## src/hw/rtl/gbcl_pkg.sv

```systemverilog
`timescale 1ns / 1ps
// ----------------------------------------------------------------------------
// gbcl_pkg
// Shared types and constants for the gyro bias calibration limiter.
// ----------------------------------------------------------------------------
package gbcl_pkg;

  localparam int AXES = 3;
  localparam int AX_W = (AXES > 1) ? $clog2(AXES) : 1;

  localparam int RAW_W  = 16;
  localparam int RATE_W = 24;
  localparam int SUM_W  = 32;
  localparam int SQ_W   = 48;
  localparam int N_W    = 16;
  localparam int THR_W  = 8;
  localparam int MUL_W  = 33;

  localparam logic signed [16:0] JUMP_LIMIT = 17'sd16384;
  localparam logic signed [MUL_W-1:0] RATE_SCALE = 33'sd100;
  localparam int YAW_AXIS = 2;

  localparam logic [N_W-1:0]   CAL_SAMPLES_RST = 16'd8000;
  localparam logic [THR_W-1:0] MOVE_THR_RST    = 8'd48;

  typedef enum logic [1:0] {
    FUNC_SAMPLE = 2'd0,
    FUNC_CAL    = 2'd1,
    FUNC_FIRST  = 2'd2,
    FUNC_NONE   = 2'd3
  } func_t;

  typedef enum logic [1:0] {
    REG_CAL_SAMPLES = 2'd0,
    REG_MOVE_THR    = 2'd1,
    REG_YAW_OFFSET  = 2'd2,
    REG_UNUSED      = 2'd3
  } reg_idx_t;

  typedef logic signed [RATE_W-1:0] rate_t;

endpackage

```

## src/hw/rtl/gyro_bias_calibration_limiter.sv

```systemverilog
`timescale 1ns / 1ps
// ----------------------------------------------------------------------------
// gyro_bias_calibration_limiter
// Gyro zero-offset calibration with a spread check and a jump limiter.
// ----------------------------------------------------------------------------
// Input words carry a command in in_tuser and three raw axis samples in
// in_tdata. Every input word gives exactly one output word: three rates in
// hundredths of a count and three status flags. Registers are written on the cfg
// channel, always ready, only while the block is idle; the user must ensure it.
// One input word is processed at a time by a sequencer around one shared
// 33x33 multiplier and a one-bit-per-cycle divider:
//   command word             : straight to the output register
//   calibrated sample        : a multiply and an accumulate step per axis
//   calibration sample       : a square and an accumulate step per axis
//   final calibration sample : per axis a square and an accumulate, then 7
//                              spread-check multiplier steps and a 32-bit divide
// in_tready is high while the sequencer is idle. A finished word waits in the
// output register; the next input word is taken and worked on meanwhile, and
// its result waits until the output register is free.
// Reset (rst_n low, synchronous) restores the register defaults and leaves
// the block calibrated with zero offsets and no output word pending.
// ----------------------------------------------------------------------------
module gyro_bias_calibration_limiter (
  input  logic        clk,
  input  logic        rst_n,
  input  logic        in_tvalid,
  output logic        in_tready,
  input  logic [47:0] in_tdata,   // raw_x, raw_y, raw_z
  input  logic [1:0]  in_tuser,   // func
  output logic        out_tvalid,
  input  logic        out_tready,
  output logic [71:0] out_tdata,  // rate_x, rate_y, rate_z
  output logic [2:0]  out_tuser,  // calibrating, calibration_done, calibration_restarted
  input  logic        cfg_valid,
  output logic        cfg_ready,
  input  logic [1:0]  cfg_index,
  input  logic [15:0] cfg_data
);
  import gbcl_pkg::*;

  typedef enum logic [17:0] {
    S_IDLE  = 18'h00001,
    S_RMUL  = 18'h00002,
    S_RACC  = 18'h00004,
    S_SQ    = 18'h00008,
    S_ACC   = 18'h00010,
    S_M1    = 18'h00020,
    S_M2    = 18'h00040,
    S_M3    = 18'h00080,
    S_M4    = 18'h00100,
    S_M5    = 18'h00200,
    S_M6    = 18'h00400,
    S_M7    = 18'h00800,
    S_DIVST = 18'h01000,
    S_DIV   = 18'h02000,
    S_ZERO  = 18'h04000,
    S_FIN   = 18'h08000,
    S_OUT   = 18'h10000,
    S_SPARE = 18'h20000
  } state_t;

  localparam logic [AX_W-1:0] AX_LAST = AX_W'(AXES - 1);

  state_t state_r, state_nxt;

  logic [N_W-1:0]   n_r;
  logic [THR_W-1:0] thr_r;
  logic [15:0]      yaw_r;

  logic [N_W-1:0]   left_r;
  logic             first_arm_r;
  logic [SUM_W-1:0] sum_r  [AXES];
  logic [SQ_W-1:0]  sq_r   [AXES];
  logic [RAW_W-1:0] zero_r [AXES];
  logic [RAW_W-1:0] prev_r [AXES];

  logic [RAW_W-1:0] raw_r  [AXES];
  rate_t            rate_r [AXES];
  logic [AX_W-1:0]  ax_r;
  logic             first_r, final_r, done_r, rstd_r;

  logic [63:0]      sqm_r, lhs_r;
  logic [39:0]      hi_r;
  logic [31:0]      nn1_r;
  logic [31:0]      quo_r;
  logic [15:0]      rem_r;
  logic [4:0]       cnt_r;

  logic             out_tvalid_r;
  logic [71:0]      out_tdata_r;
  logic [2:0]       out_tuser_r;

  logic signed [MUL_W-1:0]   mul_a, mul_b;
  logic signed [2*MUL_W-1:0] mul_p;

  gbcl_mul u_mul (
    .clk (clk),
    .a   (mul_a),
    .b   (mul_b),
    .p_r (mul_p)
  );

  logic             in_acc;
  logic [1:0]       func_in;
  logic [SUM_W-1:0] mag;
  logic             chk_en;
  logic signed [16:0] d_jump;
  logic             jump;
  logic [RAW_W-1:0] lim;
  logic signed [16:0] lim_off;
  logic [16:0]      rem_sh;
  logic             div_ge;
  logic [64:0]      bound;
  logic             moved;
  logic             out_free;
  logic [71:0]      res_data;

  assign in_tready = (state_r == S_IDLE);
  assign cfg_ready = 1'b1;
  assign in_acc    = in_tvalid && in_tready;
  assign func_in   = in_tuser;
  assign out_free  = !out_tvalid_r || out_tready;

  assign mag    = sum_r[ax_r][SUM_W-1] ? (~sum_r[ax_r] + 32'd1) : sum_r[ax_r];
  assign chk_en = (thr_r != '0) && (n_r >= 16'd2);

  assign d_jump  = $signed({raw_r[ax_r][15], raw_r[ax_r]})
                 - $signed({prev_r[ax_r][15], prev_r[ax_r]});
  assign jump    = (d_jump > JUMP_LIMIT) || (d_jump < -JUMP_LIMIT);
  assign lim     = jump ? prev_r[ax_r] : raw_r[ax_r];
  assign lim_off = $signed({lim[15], lim}) - $signed({zero_r[ax_r][15], zero_r[ax_r]});

  assign rem_sh = {rem_r, quo_r[31]};
  assign div_ge = rem_sh >= {1'b0, n_r};

  assign bound = {1'b0, sqm_r} + {17'd0, mul_p[47:0]};
  assign moved = {1'b0, lhs_r} > bound;

  always_comb begin
    mul_a = '0;
    mul_b = '0;
    unique case (state_r)
      S_RMUL: begin
        mul_a = MUL_W'(lim_off);
        mul_b = RATE_SCALE;
      end
      S_SQ: begin
        mul_a = MUL_W'($signed(raw_r[ax_r]));
        mul_b = MUL_W'($signed(raw_r[ax_r]));
      end
      S_M1: begin
        mul_a = $signed({1'b0, mag});
        mul_b = $signed({1'b0, mag});
      end
      S_M2: begin
        mul_a = $signed({17'd0, n_r});
        mul_b = $signed({9'd0, sq_r[ax_r][47:24]});
      end
      S_M3: begin
        mul_a = $signed({17'd0, n_r});
        mul_b = $signed({9'd0, sq_r[ax_r][23:0]});
      end
      S_M4: begin
        mul_a = $signed({17'd0, n_r});
        mul_b = $signed({17'd0, n_r - 16'd1});
      end
      S_M5: begin
        mul_a = $signed({25'd0, thr_r});
        mul_b = $signed({25'd0, thr_r});
      end
      S_M6: begin
        mul_a = $signed({17'd0, mul_p[15:0]});
        mul_b = $signed({1'b0, nn1_r});
      end
      default: begin
        mul_a = '0;
        mul_b = '0;
      end
    endcase
  end

  always_comb begin
    state_nxt = state_r;
    unique case (state_r)
      S_IDLE: begin
        if (in_acc) begin
          if (func_in == FUNC_SAMPLE) begin
            state_nxt = (left_r == '0) ? S_RMUL : S_SQ;
          end else begin
            state_nxt = S_OUT;
          end
        end
      end
      S_RMUL:  state_nxt = S_RACC;
      S_RACC:  state_nxt = (ax_r == AX_LAST) ? S_OUT : S_RMUL;
      S_SQ:    state_nxt = S_ACC;
      S_ACC: begin
        if (final_r) begin
          state_nxt = chk_en ? S_M1 : S_DIVST;
        end else begin
          state_nxt = (ax_r == AX_LAST) ? S_FIN : S_SQ;
        end
      end
      S_M1:    state_nxt = S_M2;
      S_M2:    state_nxt = S_M3;
      S_M3:    state_nxt = S_M4;
      S_M4:    state_nxt = S_M5;
      S_M5:    state_nxt = S_M6;
      S_M6:    state_nxt = S_M7;
      S_M7:    state_nxt = moved ? S_OUT : S_DIVST;
      S_DIVST: begin
        if (n_r == '0) begin
          state_nxt = (ax_r == AX_LAST) ? S_FIN : S_SQ;
        end else begin
          state_nxt = S_DIV;
        end
      end
      S_DIV:   state_nxt = (cnt_r == 5'd31) ? S_ZERO : S_DIV;
      S_ZERO:  state_nxt = (ax_r == AX_LAST) ? S_FIN : S_SQ;
      S_FIN:   state_nxt = S_OUT;
      S_OUT:   state_nxt = out_free ? S_IDLE : S_OUT;
      default: state_nxt = S_IDLE;
    endcase
  end

  always_comb begin
    res_data = '0;
    for (int a = 0; a < 3; a++) begin
      if (a < AXES) begin
        res_data[a*RATE_W +: RATE_W] = rate_r[a];
      end
    end
  end

  always_ff @(posedge clk) begin
    if (!rst_n) begin
      state_r      <= S_IDLE;
      n_r          <= CAL_SAMPLES_RST;
      thr_r        <= MOVE_THR_RST;
      yaw_r        <= '0;
      left_r       <= '0;
      first_arm_r  <= 1'b0;
      out_tvalid_r <= 1'b0;
      for (int a = 0; a < AXES; a++) begin
        sum_r[a]  <= '0;
        sq_r[a]   <= '0;
        zero_r[a] <= '0;
        prev_r[a] <= '0;
      end
    end else begin
      state_r <= state_nxt;

      if (cfg_valid && cfg_ready) begin
        unique case (reg_idx_t'(cfg_index))
          REG_CAL_SAMPLES: n_r   <= cfg_data;
          REG_MOVE_THR:    thr_r <= cfg_data[THR_W-1:0];
          REG_YAW_OFFSET:  yaw_r <= cfg_data;
          REG_UNUSED:      ;
        endcase
      end

      if (state_r == S_OUT && out_free) begin
        out_tvalid_r <= 1'b1;
      end else if (out_tvalid_r && out_tready) begin
        out_tvalid_r <= 1'b0;
      end

      unique case (state_r)
        S_IDLE: begin
          if (in_acc) begin
            ax_r    <= '0;
            done_r  <= 1'b0;
            rstd_r  <= 1'b0;
            first_r <= (left_r == n_r);
            final_r <= (left_r == 16'd1);
            for (int a = 0; a < AXES; a++) begin
              raw_r[a]  <= in_tdata[a*RAW_W +: RAW_W];
              rate_r[a] <= '0;
            end
            if (func_in == FUNC_CAL ||
                (func_in == FUNC_FIRST && !first_arm_r)) begin
              left_r <= n_r;
            end
            if (func_in == FUNC_FIRST) begin
              first_arm_r <= 1'b1;
            end
          end
        end
        S_RMUL: begin
          if (!jump) begin
            prev_r[ax_r] <= raw_r[ax_r];
          end
        end
        S_RACC: begin
          if (int'(ax_r) == YAW_AXIS) begin
            rate_r[ax_r] <= mul_p[RATE_W-1:0] + RATE_W'($signed(yaw_r));
          end else begin
            rate_r[ax_r] <= mul_p[RATE_W-1:0];
          end
          ax_r <= ax_r + AX_W'(1);
        end
        S_ACC: begin
          sum_r[ax_r] <= (first_r ? '0 : sum_r[ax_r])
                       + SUM_W'($signed(raw_r[ax_r]));
          sq_r[ax_r]  <= (first_r ? '0 : sq_r[ax_r]) + mul_p[SQ_W-1:0];
          if (first_r) begin
            zero_r[ax_r] <= '0;
          end
          if (!final_r) begin
            ax_r <= ax_r + AX_W'(1);
          end
        end
        S_M2: sqm_r <= mul_p[63:0];
        S_M3: hi_r  <= mul_p[39:0];
        S_M4: lhs_r <= {hi_r, 24'd0} + {24'd0, mul_p[39:0]};
        S_M5: nn1_r <= mul_p[31:0];
        S_M7: begin
          if (moved) begin
            left_r <= n_r;
            rstd_r <= 1'b1;
          end
        end
        S_DIVST: begin
          if (n_r == '0) begin
            zero_r[ax_r] <= '0;
            ax_r         <= ax_r + AX_W'(1);
          end
          quo_r <= mag;
          rem_r <= '0;
          cnt_r <= '0;
        end
        S_DIV: begin
          rem_r <= div_ge ? 16'(rem_sh - {1'b0, n_r}) : rem_sh[15:0];
          quo_r <= {quo_r[30:0], div_ge};
          cnt_r <= cnt_r + 5'd1;
        end
        S_ZERO: begin
          zero_r[ax_r] <= sum_r[ax_r][SUM_W-1] ? 16'(~quo_r + 32'd1) : quo_r[15:0];
          ax_r         <= ax_r + AX_W'(1);
        end
        S_FIN: begin
          left_r <= left_r - 16'd1;
          done_r <= final_r;
        end
        S_OUT: begin
          if (out_free) begin
            out_tdata_r  <= res_data;
            out_tuser_r  <= {rstd_r, done_r, left_r != '0};
          end
        end
        default: ;
      endcase
    end
  end

  assign out_tvalid = out_tvalid_r;
  assign out_tdata  = out_tdata_r;
  assign out_tuser  = out_tuser_r;

  a_flags_excl: assert property (@(posedge clk) disable iff (!rst_n)
    out_tvalid |-> !(out_tuser[1] && out_tuser[2]))
    else $error("done and restart together");

  a_done_clears: assert property (@(posedge clk) disable iff (!rst_n)
    out_tvalid && out_tuser[1] |-> !out_tuser[0])
    else $error("done while still calibrating");

  a_restart_cal: assert property (@(posedge clk) disable iff (!rst_n)
    out_tvalid && out_tuser[2] |-> out_tuser[0])
    else $error("restart without calibration");

  a_cal_zero: assert property (@(posedge clk) disable iff (!rst_n)
    out_tvalid && (out_tuser[0] || out_tuser[1]) |-> out_tdata == '0)
    else $error("nonzero rate during calibration");

  a_busy: assert property (@(posedge clk) disable iff (!rst_n)
    in_acc |=> !in_tready)
    else $error("accepted word while busy");

endmodule

```

## src/hw/rtl/gbcl_mul.sv

```systemverilog
`timescale 1ns / 1ps
// ----------------------------------------------------------------------------
// gbcl_mul
// Shared signed multiplier with a registered product.
// ----------------------------------------------------------------------------
module gbcl_mul (
  input  logic                                 clk,
  input  logic signed [gbcl_pkg::MUL_W-1:0]    a,
  input  logic signed [gbcl_pkg::MUL_W-1:0]    b,
  output logic signed [2*gbcl_pkg::MUL_W-1:0]  p_r
);
  import gbcl_pkg::*;

  always_ff @(posedge clk) begin
    p_r <= a * b;
  end

endmodule
```

## config.mk

```make
export PLATFORM = sky130hd
export DESIGN_NAME = gyro_bias_calibration_limiter
export DESIGN_NICKNAME = d
export VERILOG_FILES = /design/src/hw/rtl/gbcl_pkg.sv /design/src/hw/rtl/gyro_bias_calibration_limiter.sv /design/src/hw/rtl/gbcl_mul.sv
export SDC_FILE = /design/constraint.sdc
export NUM_CORES = 2
export LEC_CHECK = 0
export BUFFER_PORTS_ARGS = -buffer_cell sky130_fd_sc_hd__buf_4
export CAP_MARGIN = 10
export CORE_ASPECT_RATIO = 0.5
export CORE_MARGIN = 2
export CORE_UTILIZATION = 65
export CTS_CLUSTER_SIZE = 24
export DETAILED_ROUTE_END_ITERATION = 7
export MAX_ROUTING_LAYER = met4
export PLACE_DENSITY = 0.89
export SLEW_MARGIN = 5
export SYNTH_ARGS = -nofsm -noshare
export SYNTH_HDL_FRONTEND = slang
export SYNTH_HIERARCHICAL = 1
export SYNTH_SLANG_ARGS = --single-unit
```

## constraint.sdc

```tcl
create_clock -name clk -period 19 [get_ports clk]
set_input_delay 1.9 -clock clk [delete_from_list [all_inputs] [get_ports clk]]
set_output_delay 1.9 -clock clk [all_outputs]
set_load 0.05 [all_outputs]
```

==> out/results.ini <==
[placement]
post-place-cells=10817
portBuffers=149
dpl_cell_area_um2=96800
finalWeightedCongestion=1.04
dp_hpwl_mm=194

[die]
dieHeight_um=273
rows=98
pin_count=151
die_area_um2=147000
coreArea_um2=143000
die_w_um=541
start_util_pct=65.6

[synthesis]
syn_area_um2=93700
synth.avg_cell_area_um2=10.4
ys_warn_count=6
syn_inst=9052
syn-num-nets=10772

[grt]
grt_overflow=0
grt_max_degree=80
grt_pass1_vias=71704
globalRouteTotalUtil_pct=37.0
antenna_found_initial=23
grt_pass1_wl_mm=406

[power]
p_switching_uw=3110
p_leak_uw=0.0458
power.density_nw_per_um2=78.3
power.share.switching_pct=39.7
fin_total_pwr_uw=7840
p_clk_share_pct=25.9
comb_power_share_pct=39.6
p_int_uw=4730
p_seq_share_pct=34.5
max-vdd-ir-drop_mv=0.162

[clock_tree]
cts_tree=yes
hold_buffers=0
h-tree-depth=3
clk_latency_ns=0.73
postCtsResizedCells=0
clk_pin_slew_worst_paths_ns=0.07
post_cts_buffers=0
clock-sinks=1043
cts_root_buf=clkbuf_16
cts_buffer_depth=3
numCtsBuffers=97

[run]
max-cap-violations=0

[critical_path]
path_common_cell=fa_1
cpPeakStageDelay_ns=1.00
worst_setup_path_end_kind=flop
worstPathMaxFanout=39
cp.required_ns=19.59
path_class=flop to flop
start_kind=flop
cp_slowest_cell=a311oi_1
crit_arrival_ns=17.36

[detailed_routing]
drc_errors=21
wire_per_inst_um=23.7
antenna_left=0
dr.pass1.iters=8
vias=69549
via_per_inst=6.31
routed_wl_mm=261
detail_route.iter0.violations=9498

[outcome]
status=finished with violations
violations=DRC

[final_layout]
layout.nets=10740
final_cell_area_um2=100000
stdcell_count=11015
mostFrequentLayoutCells=inv_1, fa_1, edfxtp_1, nand2_1, nor2_1
layout_commonest_cell=inv_1
layout-drive-gt1-share_pct=7.45
fill_cells=9656
finish.utilization_pct=70.0
syn2layout_area_growth_pct=6.83

[timing]
setup_tns_ns=0
setup_violations=0
max_freq_mhz=59.6
slew_headroom_pct=14.1
layout_min_cycle_time_ns=16.77
finalHoldViolCount=0
rsz0062_at_grt=false
finalCritPeriodShare_pct=88.3
worst_slew_pin_slew_ns=1.28
fin_worst_skew_ns=0.0469
finalMaxSlewViolations=0

[min_path]
hold_class=flop to flop

## power by group through the flow
stage,sequential (µW),combinational (µW),clock (µW)
final,2710,3100,2030
after global routing,2710,3240,2110
after CTS,2710,2920,2020
after detailed placement,2750,2900,0
after global placement,2750,2850,0
after floorplan,2720,1960,0
## sequential cells by signal (all words and copies together) (netlist names), 17 cells and up, named ones only
register   count
out_tdata     72
sum_r        128
zero_r        64
rate_r        72
sqm_r         64
quo_r         32
raw_r         48
nn1_r         32
sq_r         192
u_mul/p_r     64
state_r       17
hi_r          40
lhs_r         64
prev_r        64
## per-layer routing
metal  up-vias  share of wire (%)  GRT usage, %  wire length (µm)
met1     34403                 37          48.5             96600
met2      4673                 45          55.7            118000
met3       894                 14          10.2             36000
met5         -                  0             -                 0
li1      29579                  -             -                 -
met4         0                4.3          13.7             11100
## final timing paths
| check | start | to | slack (ns) | cells past startpoint |
|---|---|---|---|---|
| setup / recovery | flop | u_mul/p_r[61]$_DFF_P_ | 2.23 | 49 |
| hold / removal | u_mul/p_r[48]$_DFF_P_ | sqm_r[48]$_DFFE_PP_ | 0.41 | 0 |
| setup reg to reg | flop | u_mul/p_r[61]$_DFF_P_ | 2.23 | 49 |
| hold reg to reg | u_mul/p_r[48]$_DFF_P_ | sqm_r[48]$_DFFE_PP_ | 0.41 | 0 |
## metrics by stage
| step | hold slack, ns | worst slack, ns |
|---|---|---|
| floorplan | 0.386 | 4.47 |
| global placement | 0.388 | 2.46 |
| detailed placement | 0.390 | 2.48 |
| CTS | 0.405 | 2.27 |
| global route | 0.415 | 1.35 |
| finish | 0.407 | 2.23 |
## area by class of cell
type                            count  area (µm²)  area share, %
Tap cell                         1900        2380           2.37
Multi-Input combinational cell   6174       57100           57.0
Sequential cell                  1043       29900           29.9
Clock inverter                     52         611          0.610
Inverter                         1409        5290           5.28
Clock buffer                      128        2610           2.60
Antenna cell                       14        35.0         0.0350
Timing Repair Buffer              295        2250           2.25
## worst max-delay path: cells and delay by family, from the launching register on
family	cells	cell delay, ns
fa+ha+maj	12	5.35
compound gates	19	5.90
flops	1	0.80
buf+inv	8	1.59
mux	2	0.41
xor+xnor	1	0.16
simple gates	7	2.33
Note: power is estimated with default switching activity, not from simulation.
